==> config.mk <==
export PLATFORM = sky130hd
export DESIGN_NAME = fog_table_entry_generator_top
export DESIGN_NICKNAME = d
export VERILOG_FILES = /design/src/rtl/core/fteg_pkg.sv /design/src/rtl/core/fteg_dens.sv /design/src/rtl/core/fteg_dist.sv /design/src/rtl/core/fteg_ramp.sv /design/src/rtl/core/fog_table_entry_generator_top.sv
export SDC_FILE = /design/constraint.sdc
export NUM_CORES = 2
export LEC_CHECK = 0
export BUFFER_PORTS_ARGS = -buffer_cell sky130_fd_sc_hd__buf_4
export CAP_MARGIN = 0
export CORE_MARGIN = 1
export CORE_UTILIZATION = 59
export DETAILED_ROUTE_END_ITERATION = 10
export GPL_ROUTABILITY_DRIVEN = 0
export PLACE_DENSITY = 0.78
export SETUP_SLACK_MARGIN = 0.3
export SLEW_MARGIN = 20
export SYNTH_ARGS = -nofsm -noshare
export SYNTH_HDL_FRONTEND = slang
export SYNTH_HIERARCHICAL = 1
export SYNTH_SLANG_ARGS = --single-unit
==> constraint.sdc <==
create_clock -name aclk -period 13.54 [get_ports aclk]
set_input_delay 2.031 -clock aclk [delete_from_list [all_inputs] [get_ports aclk]]
set_output_delay 2.031 -clock aclk [all_outputs]
set_load 0.05 [all_outputs]
==> src/rtl/core/fteg_pkg.sv <==
// Shared widths, stage counts, reset values and interface types of the fog table entry generator.
// No dependencies; every other file imports this package.
package fteg_pkg;

    // Field widths
    localparam int IDX_W      = 7;
    localparam int OCT_W      = 3;
    localparam int STEP_W     = 4;
    localparam int FAR_W      = 24;
    localparam int STR_W      = 9;
    localparam int CFG_IDX_W  = 2;
    localparam int CFG_DATA_W = 24;
    localparam int FOG_W      = 8;
    localparam int DENS_W     = 16;

    // Internal widths
    localparam int EXP_W      = 5;             // exponent 0..16
    localparam int MANT_W     = 8;             // mantissa 128..255
    localparam int MANT_STEPS = MANT_W - 1;    // top mantissa bit is always one
    localparam int REM_W      = STEP_W + 1;    // step divisor 16..31
    localparam int NUM_W      = 29;            // mantissa << (exponent + 5)
    localparam int NUM_SHIFT  = 5;
    localparam int DIV_STEPS  = 8;             // quotient bits per distance stage
    localparam int DIV_STAGES = (NUM_W + DIV_STEPS - 1) / DIV_STEPS;
    localparam int DIST_W     = 25;
    localparam int PROD_W     = 33;
    localparam int FOGQ_W     = 9;             // fog quotient before saturation
    localparam int EXP_BIAS   = 8;
    localparam int MOD_STEPS  = 3;             // index < 128, table size >= 16

    // Pipeline depths
    localparam int DENS_STAGES = 3 + MANT_STEPS;
    localparam int DIST_STAGES = 1 + DIV_STAGES;
    localparam int RAMP_PRE    = 5;
    localparam int RAMP_STAGES = RAMP_PRE + FOGQ_W;

    // Constants
    localparam logic [FAR_W-1:0] FAR_MIN  = 24'd256;
    localparam logic [FAR_W-1:0] NEAR_RST = 24'd0;
    localparam logic [FAR_W-1:0] FAR_RST  = 24'd65536;
    localparam logic [STR_W-1:0] STR_RST  = 9'd256;
    localparam logic [FOG_W-1:0] FOG_MAX  = 8'd255;

    typedef enum logic [CFG_IDX_W-1:0] {
        CFG_NEAR     = 2'd0,
        CFG_FAR      = 2'd1,
        CFG_STRENGTH = 2'd2
    } cfg_index_t;

    // Settings derived from the configuration registers
    typedef struct packed {
        logic [FAR_W-1:0] near;
        logic [FAR_W-1:0] far_c;      // far clamped to at least 1.0
        logic [FAR_W:0]   pow_l;      // 2^ceil(log2(far_c))
        logic [EXP_W-1:0] expo;
        logic [STR_W-1:0] strength;
        logic [FAR_W-1:0] span;       // ramp width, one when the ramp is flat
        logic             flat;       // far not above near
    } cfg_t;

    typedef struct packed {
        logic [IDX_W-1:0]  idx;
        logic [MANT_W-1:0] mant;
    } dens_out_t;

    typedef struct packed {
        logic [NUM_W-1:0]  quo;
        logic [OCT_W-1:0]  oct;
        logic [MANT_W-1:0] mant;
    } dist_out_t;

    typedef struct packed {
        logic [FOG_W-1:0]  fog;
        logic [MANT_W-1:0] mant;
    } ramp_out_t;

endpackage

==> src/rtl/core/fteg_dens.sv <==
// Density mantissa pipeline: index capture, table-size reduction, one mantissa bit per stage.
// Depends on fteg_pkg.
module fteg_dens
    import fteg_pkg::*;
#(
    parameter int TABLE_ENTRIES = 128
) (
    input  logic             aclk,
    input  logic             aresetn,
    input  cfg_t             cfg,
    input  logic             in_valid,
    output logic             in_ready,
    input  logic [IDX_W-1:0] in_index,
    output logic             out_valid,
    input  logic             out_ready,
    output dens_out_t        out_data
);

    localparam int N = DENS_STAGES;

    typedef struct packed {
        logic [IDX_W-1:0]  idx;
        logic [FAR_W-1:0]  rem;
        logic [MANT_W-1:0] q;
    } dens_stage_t;

    dens_stage_t      stage_reg  [N];
    dens_stage_t      stage_next [N];
    logic [N-1:0]     valid_reg;
    logic [N-1:0]     valid_next;
    logic [N:0]       stage_ready;

    function automatic logic [IDX_W-1:0] reduce_index(input logic [IDX_W-1:0] raw);
        logic [IDX_W-1:0] v;
        v = raw;
        for (int m = MOD_STEPS - 1; m >= 0; m--) begin
            if (int'(v) >= (TABLE_ENTRIES << m)) begin
                v = v - IDX_W'(TABLE_ENTRIES << m);
            end
        end
        return v;
    endfunction

    // A stage loads when it is empty or its occupant moves on
    always_comb begin
        stage_ready[N] = out_ready;
        for (int k = N - 1; k >= 0; k--) begin
            stage_ready[k] = !valid_reg[k] || stage_ready[k+1];
        end
    end

    assign valid_next = {valid_reg[N-2:0], in_valid};

    always_ff @(posedge aclk) begin
        if (!aresetn) begin
            valid_reg <= '0;
        end else begin
            valid_reg <= (valid_next & stage_ready[N-1:0]) | (valid_reg & ~stage_ready[N-1:0]);
        end
    end

    for (genvar k = 0; k < N; k++) begin : g_stage
        if (k == 0) begin : g_capture
            always_comb begin
                stage_next[k]     = '0;
                stage_next[k].idx = in_index;
            end
        end else if (k == 1) begin : g_reduce
            always_comb begin
                stage_next[k]     = stage_reg[k-1];
                stage_next[k].idx = reduce_index(stage_reg[k-1].idx);
            end
        end else if (k == 2) begin : g_start
            // Top quotient bit is always one: remainder starts at 2^L - far
            always_comb begin
                stage_next[k]     = stage_reg[k-1];
                stage_next[k].rem = FAR_W'(cfg.pow_l - {1'b0, cfg.far_c});
                stage_next[k].q   = MANT_W'(1);
            end
        end else begin : g_step
            always_comb begin : step
                logic [FAR_W:0] t;
                stage_next[k] = stage_reg[k-1];
                t = {stage_reg[k-1].rem, 1'b0};
                if (t >= {1'b0, cfg.far_c}) begin
                    stage_next[k].rem = FAR_W'(t - {1'b0, cfg.far_c});
                    stage_next[k].q   = {stage_reg[k-1].q[MANT_W-2:0], 1'b1};
                end else begin
                    stage_next[k].rem = t[FAR_W-1:0];
                    stage_next[k].q   = {stage_reg[k-1].q[MANT_W-2:0], 1'b0};
                end
            end
        end

        always_ff @(posedge aclk) begin
            if (stage_ready[k]) begin
                stage_reg[k] <= stage_next[k];
            end
        end
    end

    assign in_ready      = stage_ready[0];
    assign out_valid     = valid_reg[N-1];
    assign out_data.idx  = stage_reg[N-1].idx;
    assign out_data.mant = stage_reg[N-1].q;

endmodule

==> src/rtl/core/fteg_dist.sv <==
// Entry distance divider: mantissa << (exponent + 5) over (step + 16), eight quotient bits a stage.
// Depends on fteg_pkg.
module fteg_dist
    import fteg_pkg::*;
(
    input  logic      aclk,
    input  logic      aresetn,
    input  cfg_t      cfg,
    input  logic      in_valid,
    output logic      in_ready,
    input  dens_out_t in_data,
    output logic      out_valid,
    input  logic      out_ready,
    output dist_out_t out_data
);

    localparam int N = DIST_STAGES;

    typedef struct packed {
        logic [NUM_W-1:0]  num;
        logic [REM_W-1:0]  rem;
        logic [NUM_W-1:0]  quo;
        logic [REM_W-1:0]  b;
        logic [OCT_W-1:0]  oct;
        logic [MANT_W-1:0] mant;
    } dist_stage_t;

    dist_stage_t  stage_reg  [N];
    dist_stage_t  stage_next [N];
    logic [N-1:0] valid_reg;
    logic [N-1:0] valid_next;
    logic [N:0]   stage_ready;

    always_comb begin
        stage_ready[N] = out_ready;
        for (int k = N - 1; k >= 0; k--) begin
            stage_ready[k] = !valid_reg[k] || stage_ready[k+1];
        end
    end

    assign valid_next = {valid_reg[N-2:0], in_valid};

    always_ff @(posedge aclk) begin
        if (!aresetn) begin
            valid_reg <= '0;
        end else begin
            valid_reg <= (valid_next & stage_ready[N-1:0]) | (valid_reg & ~stage_ready[N-1:0]);
        end
    end

    for (genvar k = 0; k < N; k++) begin : g_stage
        if (k == 0) begin : g_setup
            always_comb begin : setup
                logic [EXP_W-1:0] sh;
                sh = cfg.expo + EXP_W'(NUM_SHIFT);
                stage_next[k]      = '0;
                stage_next[k].num  = NUM_W'(in_data.mant) << sh;
                stage_next[k].b    = {1'b1, in_data.idx[STEP_W-1:0]};
                stage_next[k].oct  = in_data.idx[IDX_W-1:STEP_W];
                stage_next[k].mant = in_data.mant;
            end
        end else begin : g_div
            // Shift one numerator bit into the remainder per step
            always_comb begin : div
                logic [REM_W:0] t;
                stage_next[k] = stage_reg[k-1];
                t = '0;
                for (int s = 0; s < DIV_STEPS; s++) begin
                    if ((k - 1) * DIV_STEPS + s < NUM_W) begin
                        t = {stage_next[k].rem, stage_next[k].num[NUM_W-1]};
                        stage_next[k].num = {stage_next[k].num[NUM_W-2:0], 1'b0};
                        if (t >= {1'b0, stage_next[k].b}) begin
                            t = t - {1'b0, stage_next[k].b};
                            stage_next[k].quo = {stage_next[k].quo[NUM_W-2:0], 1'b1};
                        end else begin
                            stage_next[k].quo = {stage_next[k].quo[NUM_W-2:0], 1'b0};
                        end
                        stage_next[k].rem = t[REM_W-1:0];
                    end
                end
            end
        end

        always_ff @(posedge aclk) begin
            if (stage_ready[k]) begin
                stage_reg[k] <= stage_next[k];
            end
        end
    end

    assign in_ready      = stage_ready[0];
    assign out_valid     = valid_reg[N-1];
    assign out_data.quo  = stage_reg[N-1].quo;
    assign out_data.oct  = stage_reg[N-1].oct;
    assign out_data.mant = stage_reg[N-1].mant;

endmodule

==> src/rtl/core/fteg_ramp.sv <==
// Fog ramp pipeline: octave shift, near/far clamp, strength multiply, nine-stage fog divider.
// Depends on fteg_pkg.
module fteg_ramp
    import fteg_pkg::*;
(
    input  logic      aclk,
    input  logic      aresetn,
    input  cfg_t      cfg,
    input  logic      in_valid,
    output logic      in_ready,
    input  dist_out_t in_data,
    output logic      out_valid,
    input  logic      out_ready,
    output ramp_out_t out_data
);

    localparam int N = RAMP_STAGES;

    typedef struct packed {
        logic [DIST_W-1:0] entry_dist;
        logic              hit;
        logic [DIST_W-1:0] over;
        logic [PROD_W-1:0] prod;
        logic [FOGQ_W-1:0] q;
        logic [MANT_W-1:0] mant;
    } ramp_stage_t;

    ramp_stage_t  stage_reg  [N];
    ramp_stage_t  stage_next [N];
    logic [N-1:0] valid_reg;
    logic [N-1:0] valid_next;
    logic [N:0]   stage_ready;

    always_comb begin
        stage_ready[N] = out_ready;
        for (int k = N - 1; k >= 0; k--) begin
            stage_ready[k] = !valid_reg[k] || stage_ready[k+1];
        end
    end

    assign valid_next = {valid_reg[N-2:0], in_valid};

    always_ff @(posedge aclk) begin
        if (!aresetn) begin
            valid_reg <= '0;
        end else begin
            valid_reg <= (valid_next & stage_ready[N-1:0]) | (valid_reg & ~stage_ready[N-1:0]);
        end
    end

    for (genvar k = 0; k < N; k++) begin : g_stage
        if (k == 0) begin : g_octave
            always_comb begin
                stage_next[k]            = '0;
                stage_next[k].entry_dist = DIST_W'(in_data.quo >> in_data.oct);
                stage_next[k].mant       = in_data.mant;
            end
        end else if (k == 1) begin : g_near
            always_comb begin
                stage_next[k]      = stage_reg[k-1];
                stage_next[k].hit  = stage_reg[k-1].entry_dist > DIST_W'(cfg.near);
                stage_next[k].over = stage_reg[k-1].entry_dist - DIST_W'(cfg.near);
            end
        end else if (k == 2) begin : g_clamp
            // Flat ramp: amount one over a span of one gives full strength
            always_comb begin
                stage_next[k] = stage_reg[k-1];
                if (!stage_reg[k-1].hit) begin
                    stage_next[k].over = '0;
                end else if (cfg.flat) begin
                    stage_next[k].over = DIST_W'(1);
                end else if (stage_reg[k-1].over > DIST_W'(cfg.span)) begin
                    stage_next[k].over = DIST_W'(cfg.span);
                end
            end
        end else if (k == 3) begin : g_mult
            always_comb begin
                stage_next[k]      = stage_reg[k-1];
                stage_next[k].prod = PROD_W'(stage_reg[k-1].over[FAR_W-1:0])
                                   * PROD_W'(cfg.strength);
            end
        end else if (k == 4) begin : g_scale
            // Times 255, then drop the Q0.8 fraction of the strength
            always_comb begin : scale
                logic [PROD_W+7:0] w;
                w = {stage_reg[k-1].prod, 8'd0} - {8'd0, stage_reg[k-1].prod};
                stage_next[k]      = stage_reg[k-1];
                stage_next[k].prod = w[PROD_W+7:8];
                stage_next[k].q    = '0;
            end
        end else begin : g_div
            localparam int QB = N - 1 - k;
            always_comb begin : div
                logic [PROD_W-1:0] d;
                d = PROD_W'(cfg.span) << QB;
                stage_next[k] = stage_reg[k-1];
                if (stage_reg[k-1].prod >= d) begin
                    stage_next[k].prod  = stage_reg[k-1].prod - d;
                    stage_next[k].q[QB] = 1'b1;
                end
            end
        end

        always_ff @(posedge aclk) begin
            if (stage_ready[k]) begin
                stage_reg[k] <= stage_next[k];
            end
        end
    end

    assign in_ready      = stage_ready[0];
    assign out_valid     = valid_reg[N-1];
    assign out_data.fog  = stage_reg[N-1].q[FOGQ_W-1] ? FOG_MAX : stage_reg[N-1].q[FOG_W-1:0];
    assign out_data.mant = stage_reg[N-1].mant;

endmodule

==> src/rtl/core/fog_table_entry_generator_top.sv <==
// Top level of the linear fog table entry generator: configuration registers and the pipeline.
// Depends on fteg_pkg, fteg_dens, fteg_dist and fteg_ramp.
//
// Each transaction on the s_ channel carries one fog table index; each transaction on the m_
// channel returns that entry's linear fog byte and the packed density word (mantissa in bits
// 15:8, exponent in bits 7:0) in the order the indexes came in. The block is a 29-stage
// pipeline and takes one index per clock when m_ready does not stall it: 10 stages compute
// the density mantissa one quotient bit per stage, 5 stages divide the scaled mantissa by the
// entry step eight bits per stage, and 14 stages clamp the ramp, apply the strength and run
// a nine-stage restoring fog divider. Bubbles are squeezed out, so the pipeline keeps taking
// transactions while a result waits on m_ready until every stage is full. Configuration
// registers (0 near distance, 1 far distance, 2 fog strength) are written through cfg_wr_en,
// cfg_wr_index and cfg_wr_data, take effect at once and must be written only while no
// transaction is in flight; index 3 is ignored. Far distances below 1.0 act as 1.0, and the
// index is reduced modulo TABLE_ENTRIES.
module fog_table_entry_generator_top
    import fteg_pkg::*;
#(
    parameter int TABLE_ENTRIES = 128
) (
    input  logic                  aclk,
    input  logic                  aresetn,
    input  logic                  cfg_wr_en,
    input  logic [CFG_IDX_W-1:0]  cfg_wr_index,
    input  logic [CFG_DATA_W-1:0] cfg_wr_data,
    input  logic                  s_valid,
    output logic                  s_ready,
    input  logic [IDX_W-1:0]      s_entry_index,
    output logic                  m_valid,
    input  logic                  m_ready,
    output logic [FOG_W-1:0]      m_fog_value,
    output logic [DENS_W-1:0]     m_density_word
);

    logic [FAR_W-1:0] near_reg;
    logic [FAR_W-1:0] far_reg;
    logic [STR_W-1:0] strength_reg;
    cfg_t             cfg_reg;
    cfg_t             cfg_next;

    logic             dens_valid;
    logic             dens_ready;
    dens_out_t        dens_data;
    logic             dist_valid;
    logic             dist_ready;
    dist_out_t        dist_data;
    ramp_out_t        ramp_data;

    // Configuration registers: write at once, ignore unknown indexes
    always_ff @(posedge aclk) begin
        if (!aresetn) begin
            near_reg     <= NEAR_RST;
            far_reg      <= FAR_RST;
            strength_reg <= STR_RST;
        end else if (cfg_wr_en) begin
            case (cfg_wr_index)
                CFG_NEAR:     near_reg     <= cfg_wr_data[FAR_W-1:0];
                CFG_FAR:      far_reg      <= cfg_wr_data[FAR_W-1:0];
                CFG_STRENGTH: strength_reg <= cfg_wr_data[STR_W-1:0];
                default: ;
            endcase
        end
    end

    // Derived settings, registered from the configuration registers. The first
    // pipeline stage to read them is two stages past the input, so a transaction accepted
    // right after a write already sees the new values.
    always_comb begin : derive
        logic [FAR_W-1:0] far_m1;
        logic [EXP_W-1:0] lg;
        cfg_next.near     = near_reg;
        cfg_next.strength = strength_reg;
        cfg_next.far_c    = (far_reg < FAR_MIN) ? FAR_MIN : far_reg;
        // Ceiling log2: one past the top set bit of far - 1
        far_m1 = cfg_next.far_c - FAR_W'(1);
        lg     = '0;
        for (int b = 0; b < FAR_W; b++) begin
            if (far_m1[b]) begin
                lg = EXP_W'(b + 1);
            end
        end
        cfg_next.expo  = lg - EXP_W'(EXP_BIAS);
        cfg_next.pow_l = (FAR_W + 1)'(1) << lg;
        // Zero-width ramp: divide by one so the entry gets full strength past near
        cfg_next.flat  = !(cfg_next.far_c > near_reg);
        cfg_next.span  = cfg_next.flat ? FAR_W'(1) : (cfg_next.far_c - near_reg);
    end

    always_ff @(posedge aclk) begin
        cfg_reg <= cfg_next;
    end

    fteg_dens #(
        .TABLE_ENTRIES (TABLE_ENTRIES)
    ) u_dens (
        .aclk      (aclk),
        .aresetn   (aresetn),
        .cfg       (cfg_reg),
        .in_valid  (s_valid),
        .in_ready  (s_ready),
        .in_index  (s_entry_index),
        .out_valid (dens_valid),
        .out_ready (dens_ready),
        .out_data  (dens_data)
    );

    fteg_dist u_dist (
        .aclk      (aclk),
        .aresetn   (aresetn),
        .cfg       (cfg_reg),
        .in_valid  (dens_valid),
        .in_ready  (dens_ready),
        .in_data   (dens_data),
        .out_valid (dist_valid),
        .out_ready (dist_ready),
        .out_data  (dist_data)
    );

    fteg_ramp u_ramp (
        .aclk      (aclk),
        .aresetn   (aresetn),
        .cfg       (cfg_reg),
        .in_valid  (dist_valid),
        .in_ready  (dist_ready),
        .in_data   (dist_data),
        .out_valid (m_valid),
        .out_ready (m_ready),
        .out_data  (ramp_data)
    );

    // Pack the density word: mantissa above, exponent below
    assign m_fog_value    = ramp_data.fog;
    assign m_density_word = {ramp_data.mant, (DENS_W - MANT_W)'(cfg_reg.expo)};

endmodule

==> key figures <==
Die
  – Row count: 135
  – Die area: 139000 um2
  – Height of the die: 372 um
  – Die width: 372 um
  – Core Region: 136000 um2
  – Initial Util: 59.6%
  – Ports: 64

Critical path
  – Crit end category: register
  – Crit path top cell by count: nand2b_1
  – CP arrival: 13.83 ns
  – CP peak stage delay: 0.50 ns
  – Critical path class: reg -> reg
  – Req. time, crit path: 14.06 ns
  – Slowest cell on the critical path: o311ai_4
  – CP Launch Type: register
  – Max FO, Critical Path: 8

Routing
  – Avg Vias per Cell: 6.23
  – Wirelength, routed: 201 mm
  – Drt wl/cell: 20.8 um
  – Vias: 60100
  – First-pass detailed-route iteration total: 9
  – DRC Markers: 0
  – DRT antenna net count: 0
  – Iteration-0 DRC Markers: 5475

Timing
  – Worst-margin pin slew: 1.05 ns
  – Final count of hold timing violations: 0
  – Setup Skew: 0.0591 ns
  – RSZ-0062 raised after global routing: yes
  – Setup violators final: 0
  – Hold Slack: 0.352 ns
  – Crit share post-route: 98.3%
  – FMAX: 75.1 MHz
  – Slew margin rel.: 29.6%
  – Final Slew Violations: 0
  – Final min period: 13.31 ns

Finish
  – Layout cell share with drive strength beyond 1: 10.4%
  – Non-filler instance count after layout: 9653
  – # fillers: 10100
  – Area grow syn2layout: 9.60%
  – Layout net count: 8653
  – Max reg flops: 562

Global routing
  – Vias in the first global route: 58300
  – First-pass GRT wire length: 310 mm
  – Antenna violations before repair: 2
  – Gr usage total: 28.2%
  – GR Overflow Total: 0
  – Maximum number of pins on one net before global-route repair: 87

Synthesis
  – Number of synthesis warnings: 6
  – Syn_area_per_cell: 10.6 um2
  – Post-Syn Area: 81000 um2
  – Post-Synthesis Cells: 7674

Flow run
  – Max cap viols: 0

CTS
  – CTS root buf: clkbuf_16
  – CTS tree: yes
  – CTS H-Tree Depth: 4
  – CTS Buf Count: 135
  – Longest Clk Path Bufs: 3
  – Clock slew at reported path FFs: 0.06 ns
  – Clk_lat worst skew: 0.79 ns
  – Total clock sinks: 1240

Place
  – Final HPWL DP: 148 mm
  – Buffers added on ports: 60
  – Placed insts: 9343

Min path
  – Worst hold path class: reg -> reg

Outcome
  – Status: completed
==> critical path: cells and delay by family (launching register included) <==
family | cells | cell delay, ns
AO/OA/AOI/OAI | 28 | 5.43
multiplexers | 4 | 1.19
flip-flops | 1 | 0.42
buffers and inverters | 8 | 0.63
adder cells (fa/ha/maj) | 9 | 2.61
AND/OR/NAND/NOR | 21 | 2.75
==> layout make-up <==
type | instances | area [um2] | area share [%]
Multi-Input combinational cell | 5594 | 42900 | 48.4
Clock buffer | 181 | 3720 | 4.20
Clock inverter | 68 | 856 | 0.964
Antenna cell | 1 | 2.50 | 0.00282
Inverter | 584 | 2200 | 2.48
Sequential cell | 1240 | 35300 | 39.7
Tap cell | 1781 | 2230 | 2.51
Timing Repair Buffer | 204 | 1540 | 1.73
==> stage by stage <==
stage | setup slack [ns] | setup TNS (ns) | util, % | area, um2
after floorplan | 0.308 | 0 | - | 81100
after global placement | -0.0591 | -0.174 | 61.2 | 83100
after detailed placement | -0.653 | -4.94 | 61.2 | 83100
after CTS | 0.298 | 0 | 64.8 | 88000
after global routing | -0.392 | -1.75 | 65.4 | 88800
final | 0.226 | 0 | 65.4 | 88800
==> path summary, 6_finish.rpt <==
path | slack [ns] | end | cells after the start | from
worst max-delay path | 0.23 | u_dist/stage_reg[0][233] | 70 | u_dist/stage_reg[0][185]
worst min-delay path | 0.35 | cfg_reg[26] | 0 | strength_reg[1]
worst max register to register | 0.23 | u_dist/stage_reg[0][233] | 70 | u_dist/stage_reg[0][185]
worst min register to register | 0.35 | cfg_reg[26] | 0 | strength_reg[1]
==> metal layers <==
layer	GRT usage, %	wire, um	up-vias
met5	0	23	-
met4	14.8	11200	4
met3	4.68	13500	601
met2	48.0	97900	2455
met1	34.3	78500	29000
li1	-	-	28000
==> repair_timing <==
item,in CTS,in global routing
hold buffers,0,0
buffers inserted,22,38
endpoints found under the setup margin,12,12
pin swaps,19,42
resized for setup,39,85
==> layout by cell type, fill, tap and decap left out, types with 34 or more instances in the layout <==
cell	count
xnor2_1	288
nor2_1	497
and2_1	162
o31ai_1	35
fa_1	185
inv_1	562
buf_4	203
or3_1	38
a21o_1	271
nor4_1	41
nor3_1	122
nand3_1	115
xor2_1	176
nand2_1	574
mux2_2	125
a211oi_1	49
dfxtp_1	197
nand4_1	90
a31oi_1	65
o21a_1	95
clkbuf_16	137
mux2i_1	78
or2_2	40
nor2b_1	129
ha_1	647
o21ai_0	359
o211ai_1	34
edfxtp_1	1043
a21oi_1	538
nand2b_1	85
o21bai_1	48
a21boi_0	76
and3_1	53
Power is left out: the tool's default activity adds up to more than one toggle a clock period on the data nets, which glitch-free logic cannot reach.
